### src/hdl/btmx_pkg.sv
// ----------------------------------------------------------------------------
// btmx_pkg
// Shared types, codes and the control program of the max-xor trie block.
// ----------------------------------------------------------------------------
package btmx_pkg;

  // item kinds
  localparam logic [1:0] MODE_CLEAR  = 2'd0;
  localparam logic [1:0] MODE_INSERT = 2'd1;
  localparam logic [1:0] MODE_QUERY  = 2'd2;

  // result status codes
  localparam logic [1:0] ST_OK    = 2'd0;
  localparam logic [1:0] ST_EMPTY = 2'd1;
  localparam logic [1:0] ST_FULL  = 2'd2;

  typedef struct packed {
    logic [1:0]  mode;
    logic [31:0] value;
  } in_beat_t;

  typedef struct packed {
    logic [31:0] partner;
    logic [1:0]  status;
  } out_beat_t;

  // datapath operation of one step
  typedef enum logic [2:0] {
    OP_NONE,
    OP_LOAD,
    OP_CLEAR,
    OP_INS_START,
    OP_INS_STEP,
    OP_QRY_START,
    OP_QRY_STEP,
    OP_EMIT
  } op_t;

  // sequencing of one step
  typedef enum logic [2:0] {
    SEQ_FETCH,   // wait for an input beat, then dispatch on mode
    SEQ_NEXT,
    SEQ_JUMP,
    SEQ_JSTOP,   // jump to target when the datapath flags stop
    SEQ_LOOP,    // repeat target until the last level, then emit
    SEQ_EMIT     // wait for the output register, then fetch
  } seq_t;

  localparam int UPC_W = 3;
  typedef logic [UPC_W-1:0] upc_t;

  localparam upc_t UA_FETCH    = 3'd0;
  localparam upc_t UA_CLEAR    = 3'd1;
  localparam upc_t UA_INS      = 3'd2;
  localparam upc_t UA_INS_STEP = 3'd3;
  localparam upc_t UA_EMIT     = 3'd4;
  localparam upc_t UA_QRY      = 3'd5;
  localparam upc_t UA_QRY_STEP = 3'd6;

  typedef struct packed {
    op_t  op;
    seq_t seq;
    upc_t target;
  } ucode_t;

  // datapath flags seen by the sequencer
  typedef struct packed {
    logic stop;
    logic last;
    logic out_busy;
  } cond_t;

  function automatic ucode_t ucode_rom(input upc_t addr);
    ucode_t w;
    unique case (addr)
      UA_FETCH:    w = '{op: OP_LOAD,      seq: SEQ_FETCH, target: UA_FETCH};
      UA_CLEAR:    w = '{op: OP_CLEAR,     seq: SEQ_JUMP,  target: UA_EMIT};
      UA_INS:      w = '{op: OP_INS_START, seq: SEQ_JSTOP, target: UA_EMIT};
      UA_INS_STEP: w = '{op: OP_INS_STEP,  seq: SEQ_LOOP,  target: UA_INS_STEP};
      UA_EMIT:     w = '{op: OP_EMIT,      seq: SEQ_EMIT,  target: UA_FETCH};
      UA_QRY:      w = '{op: OP_QRY_START, seq: SEQ_JSTOP, target: UA_EMIT};
      UA_QRY_STEP: w = '{op: OP_QRY_STEP,  seq: SEQ_LOOP,  target: UA_QRY_STEP};
      default:     w = '{op: OP_NONE,      seq: SEQ_JUMP,  target: UA_FETCH};
    endcase
    return w;
  endfunction

  function automatic upc_t dispatch(input logic [1:0] mode);
    upc_t a;
    unique case (mode)
      MODE_CLEAR:  a = UA_CLEAR;
      MODE_INSERT: a = UA_INS;
      MODE_QUERY:  a = UA_QRY;
      default:     a = UA_EMIT;   // unused mode: zero result
    endcase
    return a;
  endfunction

endpackage

### src/hdl/btmx_useq.sv
// ----------------------------------------------------------------------------
// btmx_useq
// Step counter and control store; issues one control word per cycle.
// ----------------------------------------------------------------------------
module btmx_useq
  import btmx_pkg::*;
(
  input  logic       clk,
  input  logic       rst_n,
  input  logic       in_valid,
  input  logic [1:0] in_mode,
  input  cond_t      cond,
  output ucode_t     uc,
  output logic       in_ready
);

  upc_t upc_r, upc_nxt;

  always_ff @(posedge clk) begin
    if (!rst_n) begin
      upc_r <= UA_FETCH;
    end else begin
      upc_r <= upc_nxt;
    end
  end

  // next step
  always_comb begin
    upc_nxt = upc_r;
    unique case (uc.seq)
      SEQ_FETCH: if (in_valid) upc_nxt = dispatch(in_mode);
      SEQ_NEXT:  upc_nxt = upc_r + upc_t'(1);
      SEQ_JUMP:  upc_nxt = uc.target;
      SEQ_JSTOP: upc_nxt = cond.stop ? uc.target : upc_r + upc_t'(1);
      SEQ_LOOP:  upc_nxt = cond.last ? UA_EMIT : uc.target;
      SEQ_EMIT:  if (!cond.out_busy) upc_nxt = uc.target;
      default:   upc_nxt = UA_FETCH;
    endcase
  end

  // control word out
  always_comb begin
    uc       = ucode_rom(upc_r);
    in_ready = (uc.seq == SEQ_FETCH);
  end

endmodule

### config.mk
export PLATFORM = sky130hd
export DESIGN_NAME = btmx_useq
export DESIGN_NICKNAME = d
export VERILOG_FILES = /design/src/hdl/btmx_pkg.sv /design/src/hdl/btmx_useq.sv
export SDC_FILE = /design/constraint.sdc
export NUM_CORES = 1
export LEC_CHECK = 0
export BUFFER_PORTS_ARGS = -buffer_cell sky130_fd_sc_hd__buf_2
export CAP_MARGIN = 20
export CORE_AREA = 2 2 39 41
export DETAILED_ROUTE_END_ITERATION = 8
export DIE_AREA = 0 0 41 43
export PLACE_DENSITY = 0.71
export SYNTH_ARGS = -nofsm -noshare
export SYNTH_HDL_FRONTEND = slang
export SYNTH_SLANG_ARGS = --single-unit
### constraint.sdc
create_clock -name clk -period 1.7 [get_ports clk]
set_input_delay 0.255 -clock clk [delete_from_list [all_inputs] [get_ports clk]]
set_output_delay 0.255 -clock clk [all_outputs]
set_load 0.02 [all_outputs]
==> run summary <==
Status = finished, violations left
Failing checks = setup timing
Buf+Inv Stages, Crit Path = 3
Leak = 0.507 nW
Die Y = 43 µm
Clk sinks = 3
Final setup margin = -0.214 ns
WS Path Type = reg2out
Final slew viol count = 0
Max VDD drop = 1370 µV
Finished Cell Area = 1180 µm²
Worst path most repeated cell = ha_4
Slowest CP cell = dfxtp_4
DRT iter0 DRCs = 45
Mapped cell area = 562 µm²
Post-synth EDFFs = 0
Minimum clock period = 1.91 ns
Fmax = 522 MHz
Drt drc = 0
Fillcell total = 67
First-pass GRT wire length = 3.67 mm
Family with the most delay on the worst path = flip-flops
Initial Utilization = 40.6%
Crit end category = output port
Max-cap violation count = 0
GR Overflow Total = 0
Share of cells above drive strength 1 = 71.3%
Synth Area per Inst = 7.49 µm²
Drt first pass iters = 4
Via count = 807
RSZ-0062 raised after global routing = true
CTS tree = yes
Detailed Route WL = 2.74 mm
Finished Layout Cells = 138
DP Area = 842 µm²
Die width = 41 µm
Top reg by flops = upc_r
# diodes = 0
DR vias/cell = 5.85
Die Area = 1760 µm²
CP Max Fanout = 6
Final Cycle Share = 113%
Clock latency on the worst-skew pair = 0.24 ns
Total Routing Usage GR = 31.2%
Tightest Pin Transition = 0.416 ns
Yosys reg bits = 3
Final ANT Viol Nets = 0
Commonest non-fill, non-tap cell in the layout = buf_4
Syn Nets = 88
H-tree Lvls = 1
Hold Vio Cnt, Final = 0
Worst hold path type = in2reg
FP Rows = 14
Gate Count Post-Synth = 75
I/O pin total = 18
Arrival @ worst endpoint = 1.66 ns
Clock Skew = 0.00315 ns
IO buf count = 17
Routability congestion estimate from global placement = 0.876
Crit start category = register
Post-DP HPWL = 1.48 mm
Critical path's largest stage delay = 0.36 ns
Clk slew on worst S/H paths = 0.03 ns
Critical path required time = 1.44 ns
Worst path cell trace = buf_6, ha_4, ha_4, o41ai_4, inv_1, buf_2
Layout Nets = 136
Largest register FFs = 3
CTS buffer count = 3
Slew headroom = 72.2%
Most frequent cells in the layout = buf_4, buf_6, buf_2
Core outline area = 1380 µm²
Primary FF master, synth = dfxtp_1
Synth async-reset ratio = 0%
Power density over the cells = 2270 nW/µm²
Placed cells = 122
Sequential share of the synthesized area = 10.7%
Largest net degree at the start of global routing = 9
Initial antenna violation count = 0
Top flop regs = upc_r: 3 flops
Cts hold-fix bufs = 0
Clk root buf = clkbuf_4
Layout area overhead = 111%
Setup-failing EPs final = 10
Vias in the first global route = 721
Ys Warns = 0
CTS Buffer Depth = 2
Cell variety after synth = 35
Detailed-route wire length per cell = 19.8 µm
==> worst min-delay path, cell delays in order <==
cell and delay (ns):
buf_2 0.12, inv_1 0.07, a211oi_2 0.04
==> routing by layer <==
layer | share of wire, % | routed length, µm | track usage (%) | vias up
li1 | - | - | - | 365
met1 | 36 | 998 | 39.9 | 371
met4 | 6.0 | 163 | 18.7 | 0
met3 | 7.6 | 208 | 4.71 | 19
met2 | 50 | 1370 | 46.6 | 52
met5 | 0 | 0 | 0 | -
==> final timing paths <==
path                    to     start  slack (ns)  cells past startpoint
setup / recovery     uc[1]  upc_r[1]       -0.21                      6
hold / removal    upc_r[0]     rst_n        0.29                      3
setup reg to reg  upc_r[2]  upc_r[1]       -0.20                      9
hold reg to reg   upc_r[1]  upc_r[1]        0.53                      2
==> logic make-up (layout without fill, tap and decap cells) <==
kind of cell / Yosys count / in the layout / share of synthesized area, %
AO/OA/AOI/OAI: 23 / 23 / 30.3
adder cells (fa/ha/maj): 5 / 5 / 11.1
buffers and inverters: 15 / 62 / 15.4
flip-flops: 3 / 3 / 10.7
multiplexers: 4 / 4 / 7.35
AND/OR/NAND/NOR: 25 / 25 / 25.2
==> cells in the mapped netlist, drive strengths merged, types with 2 or more instances <==
cell,count,share of area (%)
o21ai,4,3.6
mux2i,3,5.3
nor2,10,7.6
dfxtp,3,11
buf,5,8.7
inv,9,6.0
nand2,2,1.3
a211oi,2,2.7
o31ai,3,4.0
ha,5,11
nand2b,3,3.3
a21oi,5,4.5
nand3,2,1.8
a311oi,2,3.1
==> where the power goes <==
group | switching, mW | internal (mW) | leakage (nW) | total [mW]
Sequential | 0.0854 | 0.113 | 0.0264 | 0.198
Clock | 0.0438 | 0.0884 | 0.0150 | 0.132
Combinational | 1.17 | 1.19 | 0.465 | 2.35
==> layout make-up <==
type | instances | area, µm² | share of cell area (%)
multi-input combinational | 57 | 622 | 52.5
timing repair buffer | 49 | 403 | 34.0
sequential | 3 | 68.8 | 5.81
inverter | 9 | 43.8 | 3.70
clock buffer | 4 | 26.3 | 2.22
tap | 16 | 20.0 | 1.69
==> what timing repair did <==
item                                    CTS  global route
pin swaps                                 8            12
buffers inserted                          6             6
resized for setup                        25            29
endpoints found under the setup margin   10            11
gates cloned                              0             0
==> metrics by stage <==
stage | setup slack [ns] | hold WS, ns | total power [mW] | utilization, % | setup TNS (ns)
after floorplan | 0.00898 | 0.359 | 1.14 | - | 0
after global placement | -0.167 | 0.491 | 1.61 | 60.8 | -0.380
after detailed placement | -0.291 | 0.494 | 1.64 | 60.8 | -0.526
after CTS | -0.177 | 0.256 | 2.16 | 73.1 | -0.659
after global routing | -0.289 | 0.299 | 2.79 | 85.5 | -1.85
final | -0.214 | 0.288 | 2.68 | 85.5 | -1.25
No activity file was read; power rests on OpenSTA's default activity.
